## src/design/tsat_pkg.sv

```systemverilog
package tsat_pkg;

    // Sizes of the tracker.
    localparam int NUM_CORES  = 4;
    localparam int EPOCH_BITS = 32;
    localparam int CORE_W     = $clog2(NUM_CORES);

    // Field widths of the item formats.
    localparam int CMD_W      = 2;
    localparam int ID_W       = 2;
    localparam int MASK_W     = 4;
    localparam int EPOCH_W    = 32;
    localparam int RETRY_W    = 5;
    localparam int SPIN_W     = 25;

    // Configuration port.
    localparam int CFG_IDX_W  = 1;
    localparam int CFG_DATA_W = 25;

    localparam logic [RETRY_W-1:0] RETRY_RESET = RETRY_W'(10);
    localparam logic [SPIN_W-1:0]  SPIN_RESET  = SPIN_W'(20000000);

    // Register indexes.
    localparam logic [CFG_IDX_W-1:0] CFG_RETRY_LOG2 = CFG_IDX_W'(0);
    localparam logic [CFG_IDX_W-1:0] CFG_MAX_SPINS  = CFG_IDX_W'(1);

    // Commands.
    typedef enum logic [CMD_W-1:0] {
        CMD_START = 2'd0,
        CMD_SYNC  = 2'd1,
        CMD_TICK  = 2'd2,
        CMD_NOP   = 2'd3
    } t_cmd;

    typedef struct packed {
        logic [CMD_W-1:0]  cmd;
        logic [ID_W-1:0]   core_id;
        logic [MASK_W-1:0] online_mask;
    } t_in_item;

    typedef struct packed {
        logic [MASK_W-1:0]  poke_mask;
        logic [MASK_W-1:0]  quarantine_mask;
        logic               invalidate_local;
        logic               done_res;
        logic               gave_up;
        logic               rejected;
        logic [EPOCH_W-1:0] epoch_now;
    } t_out_item;

    typedef struct packed {
        logic [RETRY_W-1:0] retry_log2;
        logic [SPIN_W-1:0]  max_spins;
    } t_cfg;

endpackage

```

## src/design/tsat_cfg_regs.sv

```systemverilog
module tsat_cfg_regs (
    input  logic                               i_clk,
    input  logic                               i_rst_n,
    input  logic                               i_cfg_valid,
    output logic                               o_cfg_ready,
    input  logic [tsat_pkg::CFG_IDX_W-1:0]     i_cfg_index,
    input  logic [tsat_pkg::CFG_DATA_W-1:0]    i_cfg_data,
    output tsat_pkg::t_cfg                     o_cfg
);
    import tsat_pkg::*;

    logic [RETRY_W-1:0] r_retry_log2;
    logic [SPIN_W-1:0]  r_max_spins;

    // Writes are always taken.
    assign o_cfg_ready = 1'b1;

    // Register file with its reset values.
    always_ff @(posedge i_clk) begin
        if (!i_rst_n) begin
            r_retry_log2 <= RETRY_RESET;
            r_max_spins  <= SPIN_RESET;
        end else if (i_cfg_valid) begin
            unique case (i_cfg_index)
                CFG_RETRY_LOG2: r_retry_log2 <= i_cfg_data[RETRY_W-1:0];
                CFG_MAX_SPINS:  r_max_spins  <= i_cfg_data[SPIN_W-1:0];
                default: begin
                end
            endcase
        end
    end

    assign o_cfg.retry_log2 = r_retry_log2;
    assign o_cfg.max_spins  = r_max_spins;

endmodule

```

## src/design/tsat_in_stage.sv

```systemverilog
module tsat_in_stage (
    input  logic                i_clk,
    input  logic                i_rst_n,
    input  logic                i_valid,
    output logic                o_stall,
    input  tsat_pkg::t_in_item  i_item,
    input  logic                i_advance,
    output logic                o_held_valid,
    output tsat_pkg::t_in_item  o_held_item
);
    import tsat_pkg::*;

    logic     r_valid;
    t_in_item r_item;

    // The held item blocks a new one only when it cannot move on.
    assign o_stall = r_valid && !i_advance;

    // Valid flag of the input register.
    always_ff @(posedge i_clk) begin
        if (!i_rst_n) begin
            r_valid <= 1'b0;
        end else if (!o_stall) begin
            r_valid <= i_valid;
        end
    end

    // Payload of the input register.
    always_ff @(posedge i_clk) begin
        if (i_valid && !o_stall) begin
            r_item <= i_item;
        end
    end

    assign o_held_valid = r_valid;
    assign o_held_item  = r_item;

endmodule

```

## src/design/tsat_engine.sv

```systemverilog
module tsat_engine (
    input  logic                i_clk,
    input  logic                i_rst_n,
    input  logic                i_fire,
    input  tsat_pkg::t_in_item  i_item,
    input  tsat_pkg::t_cfg      i_cfg,
    output tsat_pkg::t_out_item o_result
);
    import tsat_pkg::*;

    // Tracker state.
    logic [EPOCH_BITS-1:0] r_epoch;
    logic [EPOCH_BITS-1:0] r_acked_epoch [NUM_CORES];
    logic                  r_busy;
    logic [NUM_CORES-1:0]  r_wait_online;
    logic [CORE_W-1:0]     r_initiator;
    logic [SPIN_W-1:0]     r_spin_count;
    logic                  r_recovered;

    // Next values.
    logic [EPOCH_BITS-1:0] n_epoch;
    logic                  n_busy;
    logic [NUM_CORES-1:0]  n_wait_online;
    logic [CORE_W-1:0]     n_initiator;
    logic [SPIN_W-1:0]     n_spin_count;
    logic                  n_recovered;
    logic [NUM_CORES-1:0]  ack_wr;
    logic [EPOCH_BITS-1:0] ack_val;

    logic [CORE_W-1:0]     core;
    logic [NUM_CORES-1:0]  core_bit;
    logic [NUM_CORES-1:0]  init_bit;
    logic [NUM_CORES-1:0]  in_mask;
    logic [EPOCH_BITS-1:0] epoch_inc;
    logic [EPOCH_BITS-1:0] epoch_new;
    logic [NUM_CORES-1:0]  stale_cur;
    logic [NUM_CORES-1:0]  stale_new;
    logic [SPIN_W-1:0]     retry_mask;
    logic [NUM_CORES-1:0]  others;
    logic [NUM_CORES-1:0]  resampled;
    logic [NUM_CORES-1:0]  poke;
    logic [NUM_CORES-1:0]  quar;
    logic                  inval;
    logic                  done;
    logic                  gave;
    logic                  rej;

    // Decode of the item's core and mask; an out-of-range core maps to core 0.
    always_comb begin
        core     = (32'(i_item.core_id) < NUM_CORES) ? CORE_W'(i_item.core_id) : '0;
        core_bit = NUM_CORES'(1) << core;
        init_bit = NUM_CORES'(1) << r_initiator;
        in_mask  = NUM_CORES'(i_item.online_mask);
    end

    // Next epoch wraps and skips zero.
    always_comb begin
        epoch_inc = r_epoch + EPOCH_BITS'(1);
        epoch_new = (epoch_inc == '0) ? EPOCH_BITS'(1) : epoch_inc;
    end

    // Per-core staleness against the current and the next epoch.
    always_comb begin
        for (int c = 0; c < NUM_CORES; c++) begin
            stale_cur[c] = (r_acked_epoch[c] != r_epoch);
            stale_new[c] = (r_acked_epoch[c] != epoch_new) && !core_bit[c];
        end
    end

    // Low retry_log2 bits of the spin count select the re-poke ticks.
    always_comb begin
        for (int i = 0; i < SPIN_W; i++) begin
            retry_mask[i] = (RETRY_W'(i) < i_cfg.retry_log2);
        end
        others    = r_wait_online & ~init_bit;
        resampled = in_mask | init_bit;
    end

    // Command decode and next state.
    always_comb begin
        n_epoch       = r_epoch;
        n_busy        = r_busy;
        n_wait_online = r_wait_online;
        n_initiator   = r_initiator;
        n_spin_count  = r_spin_count;
        n_recovered   = r_recovered;
        ack_wr        = '0;
        ack_val       = r_epoch;
        poke          = '0;
        quar          = '0;
        inval         = 1'b0;
        done          = 1'b0;
        gave          = 1'b0;
        rej           = 1'b0;

        unique case (t_cmd'(i_item.cmd))
            CMD_START: begin
                if (r_busy) begin
                    rej = 1'b1;
                end else begin
                    n_epoch = epoch_new;
                    ack_wr  = core_bit;
                    ack_val = epoch_new;
                    inval   = 1'b1;
                    poke    = (in_mask | core_bit) & stale_new;
                    if (poke == '0) begin
                        done = 1'b1;
                    end else begin
                        n_busy        = 1'b1;
                        n_wait_online = in_mask | core_bit;
                        n_initiator   = core;
                        n_spin_count  = '0;
                        n_recovered   = 1'b0;
                    end
                end
            end
            CMD_SYNC: begin
                if (stale_cur[core]) begin
                    ack_wr = core_bit;
                    inval  = 1'b1;
                end
            end
            CMD_TICK: begin
                if (r_busy) begin
                    if ((r_wait_online & stale_cur) == '0) begin
                        n_busy = 1'b0;
                        done   = 1'b1;
                    end else begin
                        if ((r_spin_count & retry_mask) == '0) begin
                            poke = others & stale_cur;
                        end
                        if (r_spin_count >= i_cfg.max_spins) begin
                            // Quarantine the stragglers and re-read the online mask.
                            quar          = others & stale_cur;
                            ack_wr        = quar;
                            n_wait_online = resampled;
                            if (quar == '0 || r_recovered) begin
                                n_busy = 1'b0;
                                done   = 1'b1;
                                gave   = 1'b1;
                            end else begin
                                n_recovered  = 1'b1;
                                n_spin_count = '0;
                                poke = poke | (resampled & ~init_bit & stale_cur & ~quar);
                            end
                        end else begin
                            n_spin_count = r_spin_count + SPIN_W'(1);
                        end
                    end
                end
            end
            CMD_NOP: begin
            end
            default: begin
            end
        endcase
    end

    // Control state.
    always_ff @(posedge i_clk) begin
        if (!i_rst_n) begin
            r_epoch       <= EPOCH_BITS'(1);
            r_busy        <= 1'b0;
            r_wait_online <= '0;
            r_initiator   <= '0;
            r_spin_count  <= '0;
            r_recovered   <= 1'b0;
        end else if (i_fire) begin
            r_epoch       <= n_epoch;
            r_busy        <= n_busy;
            r_wait_online <= n_wait_online;
            r_initiator   <= n_initiator;
            r_spin_count  <= n_spin_count;
            r_recovered   <= n_recovered;
        end
    end

    // Acknowledged epoch of each core.
    always_ff @(posedge i_clk) begin
        for (int c = 0; c < NUM_CORES; c++) begin
            if (!i_rst_n) begin
                r_acked_epoch[c] <= EPOCH_BITS'(1);
            end else if (i_fire && ack_wr[c]) begin
                r_acked_epoch[c] <= ack_val;
            end
        end
    end

    // Result fields.
    always_comb begin
        o_result.poke_mask        = MASK_W'(poke);
        o_result.quarantine_mask  = MASK_W'(quar);
        o_result.invalidate_local = inval;
        o_result.done_res         = done;
        o_result.gave_up          = gave;
        o_result.rejected         = rej;
        o_result.epoch_now        = EPOCH_W'(n_epoch);
    end

endmodule

```

## src/design/tlb_shootdown_ack_tracker.sv

```systemverilog
// Accepted items pass the input register, then the result register.
// Throughput: one item per cycle; the engine settles an item combinationally between
// the input register and the result register, and stalls only on a full output.
// Reset (synchronous, active low) sets the epoch and every core's acked epoch to 1,
// leaves the tracker idle, empties both registers and loads retry_log2 10 and
// max_spins 20000000.
module tlb_shootdown_ack_tracker (
    input  logic                            i_clk,
    input  logic                            i_rst_n,
    input  logic                            i_valid,
    output logic                            o_stall,
    input  tsat_pkg::t_in_item              i_item,
    output logic                            o_valid,
    input  logic                            i_stall,
    output tsat_pkg::t_out_item             o_item,
    input  logic                            i_cfg_valid,
    output logic                            o_cfg_ready,
    input  logic [tsat_pkg::CFG_IDX_W-1:0]  i_cfg_index,
    input  logic [tsat_pkg::CFG_DATA_W-1:0] i_cfg_data
);
    import tsat_pkg::*;

    logic      advance;
    logic      held_valid;
    t_in_item  held_item;
    logic      fire;
    t_cfg      cfg;
    t_out_item result;
    logic      r_out_valid;
    t_out_item r_out_item;

    // The result register can take a new item when empty or being drained.
    assign advance = !r_out_valid || !i_stall;
    assign fire    = held_valid && advance;

    tsat_cfg_regs u_cfg (
        .i_clk       (i_clk),
        .i_rst_n     (i_rst_n),
        .i_cfg_valid (i_cfg_valid),
        .o_cfg_ready (o_cfg_ready),
        .i_cfg_index (i_cfg_index),
        .i_cfg_data  (i_cfg_data),
        .o_cfg       (cfg)
    );

    tsat_in_stage u_in (
        .i_clk        (i_clk),
        .i_rst_n      (i_rst_n),
        .i_valid      (i_valid),
        .o_stall      (o_stall),
        .i_item       (i_item),
        .i_advance    (advance),
        .o_held_valid (held_valid),
        .o_held_item  (held_item)
    );

    tsat_engine u_engine (
        .i_clk    (i_clk),
        .i_rst_n  (i_rst_n),
        .i_fire   (fire),
        .i_item   (held_item),
        .i_cfg    (cfg),
        .o_result (result)
    );

    // Result register valid flag.
    always_ff @(posedge i_clk) begin
        if (!i_rst_n) begin
            r_out_valid <= 1'b0;
        end else if (advance) begin
            r_out_valid <= held_valid;
        end
    end

    // Result register payload.
    always_ff @(posedge i_clk) begin
        if (fire) begin
            r_out_item <= result;
        end
    end

    assign o_valid = r_out_valid;
    assign o_item  = r_out_item;

endmodule

```

## config.mk

```make
export PLATFORM = sky130hd
export DESIGN_NAME = tlb_shootdown_ack_tracker
export DESIGN_NICKNAME = d
export VERILOG_FILES = /design/src/design/tsat_pkg.sv /design/src/design/tsat_cfg_regs.sv /design/src/design/tsat_in_stage.sv /design/src/design/tsat_engine.sv /design/src/design/tlb_shootdown_ack_tracker.sv
export SDC_FILE = /design/constraint.sdc
export NUM_CORES = 1
export LEC_CHECK = 0
export ABC_AREA = 1
export ABC_CLOCK_PERIOD_IN_PS = 4800
export BUFFER_PORTS_ARGS = -buffer_cell sky130_fd_sc_hd__buf_4
export CAP_MARGIN = 20
export CORE_AREA = 3 3 197 179
export CTS_CLUSTER_SIZE = 30
export DETAILED_ROUTE_END_ITERATION = 12
export DIE_AREA = 0 0 200 182
export PLACE_DENSITY = 0.67
export SETUP_SLACK_MARGIN = 0.05
export SLEW_MARGIN = 30
export SYNTH_ARGS = -nofsm -noshare
export SYNTH_HDL_FRONTEND = slang
export SYNTH_SLANG_ARGS = --single-unit
```

## constraint.sdc

```tcl
create_clock -name i_clk -period 4.8 [get_ports i_clk]
set_input_delay 0.48 -clock i_clk [delete_from_list [all_inputs] [get_ports i_clk]]
set_output_delay 0.48 -clock i_clk [all_outputs]
set_load 0.01 [all_outputs]
```

Word-level counts from Yosys, hierarchy flattened
Memories as Yosys holds them, arrays and structs flattened.
Index checks and enable logic that the tools add are counted.

operators by class
  add/subtract/negate cells = 2
  $lt $le $gt $ge = 27
  equal/unequal tests = 17
  shift operators = 2
  multiplexer cells = 76
  bitwise operators = 21
  reductions and logical operators = 36

operators by type and width
  kind                                                                  number
  32-bit != test                                                        8
  32-bit two-way mux                                                    7
  25-bit two-way mux                                                    6
  4-bit two-way mux                                                     19
  25-bit one-hot mux with 2 select lines                                1
  5-bit < comparator (first input constant)                             9
  4-bit by 5-bit < comparator with 1-bit output (first input constant)  8
  1-bit two-way mux                                                     35
  32-bit by 1-bit adder with 32-bit output (second input constant)      1
  32-bit logical NOT                                                    1
  4-bit AND                                                             7
  25-bit by 1-bit adder with 25-bit output (second input constant)      1
  25-bit AND                                                            1
  25-bit greater-or-equal comparator                                    1
  25-bit logical NOT                                                    1
  3-bit by 5-bit < comparator with 1-bit output (first input constant)  4
  4-bit one-hot mux with 2 select lines                                 2
  7-bit AND reduction                                                   2
  4-bit logical NOT                                                     3
  4-bit OR                                                              3
  4-bit one-hot mux with 3 select lines                                 1
  1-bit logical AND                                                     11
  1-bit by 5-bit < comparator with 1-bit output (first input constant)  2
  2-bit by 5-bit < comparator with 1-bit output (first input constant)  2
  20 further kinds                                                      45

storage, ports and cells
  register bits after elaboration = 149
  memory bits (writable) = 128
  input port bits = 39
  output and inout bits = 47
  logic and storage cells = 202
  memories = 1

memories
  name                    depth  bits a word  rd ports  clocked after Yosys merged registers in  wr ports  RTL line           source
  u_engine.r_acked_epoch  4      32           4         0                                        4         tsat_engine.sv:13  logic [EPOCH_BITS-1:0] r_acked_epoch [NUM_CORES];

Longest topological paths before layout
  word-level depth = 14
  depth in mapped cells = 27
  gate-level depth less buffers = 26

Cells and area by module
Synthesis repeated with hierarchy kept, for this count alone.

second synthesis, totals
  cells, all modules = 2,181
  area, all modules = 16,956.3 sq um

by module, submodules not included
  module                     times used  cells an instance  area an instance (sq um)  sequential area each (sq um)
  tsat_engine                1           1,973              14,162.3                  5,144.9
  tlb_shootdown_ack_tracker  1           50                 1,368.8                   1,341.3
  tsat_cfg_regs              1           142                1,134.8                   600.6
  tsat_in_stage              1           16                 290.3                     260.2

Worst setup path after synthesis
Ideal clock, no wire load.

  kind = input -> register
  start point = input port i_stall
  end point = memory u_engine.r_acked_epoch[0][0], enable pin
  setup time = 0.389 ns
  arrival = 3.327 ns
  required time = 4.411 ns
  setup slack = 1.083 ns
  stages = 7
  buffers on the path = 2
  path through = nand2_1 > inv_1 > nor2_1 > clkbuf_1 > clkbuf_1 > nand2_1 > nand2_1

RTL lines
  element          RTL line                         source
  start, declared  tlb_shootdown_ack_tracker.sv:14  input logic i_stall,
  end, declared    tsat_engine.sv:13

Worst setup path in the final report
  start point = register u_engine.r_epoch[1]
  end point = register u_engine.r_spin_count[18]

between the ends
  cells in the longest elaborated chain, start to end = 9
  elaborated cells between the ends (all ways) = 26
  those cells by class = add/sub (1); eq/ne (11); mux (1); bitwise (3); reduce/logical (10)

RTL lines
  element                                   RTL line            source
  start, declared                           tsat_engine.sv:12   logic [EPOCH_BITS-1:0] r_epoch;
  start signal, assigned                    tsat_engine.sv:169  r_epoch <= n_epoch;
  32-bit by 1-bit adder with 32-bit output  tsat_engine.sv:58   epoch_inc = r_epoch + EPOCH_BITS'(1);
  32-bit logical NOT                        tsat_engine.sv:59   epoch_new = (epoch_inc == '0) ? EPOCH_BITS'(1) : epoch_inc;
  32-bit two-way mux                        tsat_engine.sv:59
  32-bit != test                            tsat_engine.sv:66   stale_new[c] = (r_acked_epoch[c] != epoch_new) && !core_bit[c];
  1-bit logical AND                         tsat_engine.sv:66
  4-bit AND                                 tsat_engine.sv:105  poke = (in_mask | core_bit) & stale_new;
  4-bit logical NOT                         tsat_engine.sv:106  if (poke == '0) begin
  2-bit != test (no source line)            --
  7-bit AND reduction (no source line) *    --
  end signal, assigned                      tsat_engine.sv:173  r_spin_count <= n_spin_count;
  end, declared                             tsat_engine.sv:17   logic [SPIN_W-1:0] r_spin_count;

Every way passes the cells marked *; elsewhere a longest branch is shown, timed or not.
A chain may end at the register's enable or synchronous reset.

==> impl_metrics.yaml <==
run_status:
  outcome: "finished, final reports clean"
clock_network:
  cts-root-buf: "clkbuf_16"
  worstSkewPairLatency_ns: 0.59
  clockBufferDepth: 3
  cts_buffers: 31
  path_clk_slew_ns: 0.06
  ctsHtreeMaxLevel: 1
  hold_buffers: 0
  cts_num_sinks: 277
  cts_tree: "done"
die:
  core_area_um2: 33200
  dieWidth_um: 200
  io_pins: 86
  fp-row-count: 63
  initial_core_util_pct: 50.0
  fp.dieH_um: 182
  die_area_um2: 36400
global_routing:
  grt_pass1_wl_um: 77300
  grt.overflow.total: 0
  grt_max_degree: 79
  grt_pass1_vias: 13200
  grt_usage_pct: 27.5
  antenna_found_initial: 0
yosys:
  synth_flop_cell: "edfxtp_1"
  synth_edf_count: 180
  synthArstFlopShare_pct: 0
  synth_fp_nets: 2102
  synth_mux_area_share_pct: 0.0603
  synth_top_family_by_area: "simple AND/OR/NAND/NOR gates"
  synth-simple-area-share_pct: 26.3
  synth_seq_cells: 277
  yosysSeqAreaShare_pct: 44.3
  synth_fa_ha_area_share_pct: 2.03
  synth_area_um2: 16600
  synth_compound_area_share_pct: 7.74
  yosysWarnings: 0
  netlist_instances: 2036
  syn-mean-instance-area_um2: 8.15
  synthXorXnorAreaFrac_pct: 11.8
  synth_top_area_share_pct: 32.6
  ys_types: 53
  synth_area_leaders: "edfxtp_1 33%, dfxtp_1 12%, xor2_1 8.4%, nand2_1 8.2%, nor2_1 6.9%"
  synth_top_area_cell: "edfxtp_1"
sta:
  grt_setup_unrepaired: "false"
  finalSetupViolCount: 0
  setup_tns_ns: 0
  hold_violations: 0
  tightest_slew_ns: 0.902
  finalMaxSlewViolations: 0
  fin_skew_ns: 0.0276
  fin_crit_sh_pct: 90.5
  max_slew_margin_pct: 39.2
  max_freq_mhz: 230
  fin_crit_ns: 4.34
power_and_ir_drop:
  report.power.total_mw: 6.27
  p_leak_nw: 7.97
  powerDensity_nw_per_um2: 336
  ir_drop_mv: 0.333
finish:
  syn_to_final_growth_pct: 12.5
  num_antenna_cells: 0
  final_cell_mix: "362 x nand2_1, 301 x nor2_1, 223 x inv_1"
  instances_no_fill: 2572
  drive_gt1_share_pct: 11.4
  fin_area_um2: 18700
  final_common_cell: "nand2_1"
  fillers: 3066
  nets: 2159
placement:
  port_buffers: 84
  dpl.hpwl_um: 37300
  dp.cells: 2515
  placed_area_um2: 17600
  gp_congestion: 0.974
critical_path:
  worstRegToRegCells: 25
  rrSetupSlack_ns: 0.46
  worstPathRequired_ns: 5.26
  cp-end-kind: "register"
  crit_type: "register to register"
  regToRegStartpoint: "u_engine.r_epoch[1]"
  critPathMaxFanout: 37
  worst_r2r_endpoint: "u_engine.r_spin_count[18]"
  critPathArrivalTime_ns: 4.80
  crit_path_start_kind: "register"
min_path:
  hp-start: "i_item[3]"
  min_path_type: "input port to register"
  worstHoldPathCells: 1
  min_to: "u_in.o_held_item[3]"
detailed_routing:
  initialDrtViolationCount: 1417
  ant_nets: 0
  vias_per_cell: 5.52
  drc: 0
  finalWirelength_um: 50800
  dr.pass1.iters: 6
  wl_per_cell_um: 19.8
  vias: 14200
run:
  drv_cap: 0
==> logic make-up (layout without fill, tap and decap cells) <==
family,after synthesis,after routing
AO/OA/AOI/OAI,236,236
XOR/XNOR,220,220
adder cells (fa/ha/maj),27,27
buffers and inverters,315,396
flip-flops,277,277
multiplexers,1,1
other,1,1
AND/OR/NAND/NOR,959,959
==> area by class of cell <==
cell class	instances	area (um^2)	share of cell area, %
timing repair buffer	109	856	4.58
clock inverter	17	190	1.02
multi-input combinational	1444	7970	42.7
tap	455	569	3.05
inverter	230	863	4.62
clock buffer	40	871	4.66
sequential	277	7350	39.4
==> how the worst max path moves through the flow <==
stage                     cells past startpoint                           end                  from  slack (ns)
after detailed placement                     27     u_engine.r_spin_count[12]   u_engine.r_epoch[1]        0.39
final                                        25     u_engine.r_spin_count[18]   u_engine.r_epoch[1]        0.46
after CTS                                    27      u_engine.r_spin_count[5]   u_engine.r_epoch[1]        0.37
after global placement                       27     u_engine.r_spin_count[24]   u_engine.r_epoch[1]        0.36
after floorplan                               7  u_engine.r_acked_epoch[0][0]               i_stall        1.08
after global routing                         26     u_engine.r_spin_count[13]  u_engine.r_epoch[18]        0.18
==> timing repair <==
action,in CTS,in global routing
setup endpoints to repair,0,28
buffers inserted,0,0
gates resized for setup,0,2
==> stage by stage <==
stage / hold slack [ns] / worst slack, ns / util [%]
2_1_floorplan: 0.426 / 1.08 / -
5_1_grt: 0.0609 / 0.177 / 56.3
4_1_cts: 0.0603 / 0.375 / 56.2
6_report: 0.0759 / 0.457 / 56.3
3_5_place_dp: 0.464 / 0.391 / 53.0
3_3_place_gp: 0.453 / 0.365 / 53.0
==> sequential cells by signal, indices dropped and copies added (netlist names), 2 cells and up <==
name and count:
u_engine.r_acked_epoch 128, u_cfg.r_max_spins 25, u_engine.r_spin_count 25, u_engine.r_epoch 32
u_in.o_held_item 8, u_engine.r_wait_online 4, u_engine.r_initiator 2, o_item 44
u_cfg.r_retry_log2 5
==> synth_stat cells (6+ instances only) <==
cell      count
nand3_1      72
inv_2         6
xor2_1      159
nor2_2       12
nand3b_1     11
buf_4        18
ha_1         27
o21ai_1      29
nor4_1       45
or2_2        11
nand4_1      76
o21ai_0      86
buf_2        17
nor3_1       17
dfxtp_1      97
a21oi_1      83
edfxtp_1    180
o211ai_1      9
nand2_2      27
nand2_4       6
clkbuf_1     45
nand2_1     362
xnor2_1      59
inv_1       223
nor2_1      303
==> worst max-delay path: stages, from the launching register on <==
cell and delay [ns]:
dfxtp_2 0.45, ha_2 0.33, nand3_2 0.14, nor2_1 0.40
nand3_1 0.14, nand2_1 0.11, nand2_1 0.24, nor2_2 0.18
nand2_1 0.07, nor2_2 0.16, nand3_2 0.25, nand2_1 0.20
nand2_1 0.06, nand2_1 0.09, nand4_1 0.14, nor2_1 0.12
nand2_1 0.11, nand2_1 0.15, nand2_2 0.08, nor2_4 0.12
nand2_4 0.17, nand3_4 0.11, buf_12 0.20, nand2_1 0.08
nand2_1 0.06, nor2_1 0.05
==> power breakdown <==
| part | leakage (nW) | switching, mW | internal, mW | total [mW] |
|---|---|---|---|---|
| logic | 4.84 | 0.630 | 0.328 | 0.958 |
| clock network | 0.521 | 1.00 | 1.49 | 2.49 |
| registers | 2.61 | 0.155 | 2.67 | 2.82 |
==> metal layers <==
metal	up-vias	share of wire, %	global-route usage, %	wire, um
li1	6828	-	-	-
met1	6710	46	40.9	23300
met2	564	43	41.4	22000
met3	93	8.0	4.58	4080
met4	0	2.8	7.73	1440
met5	-	0	0	0
(Power assumes the default switching activity.)
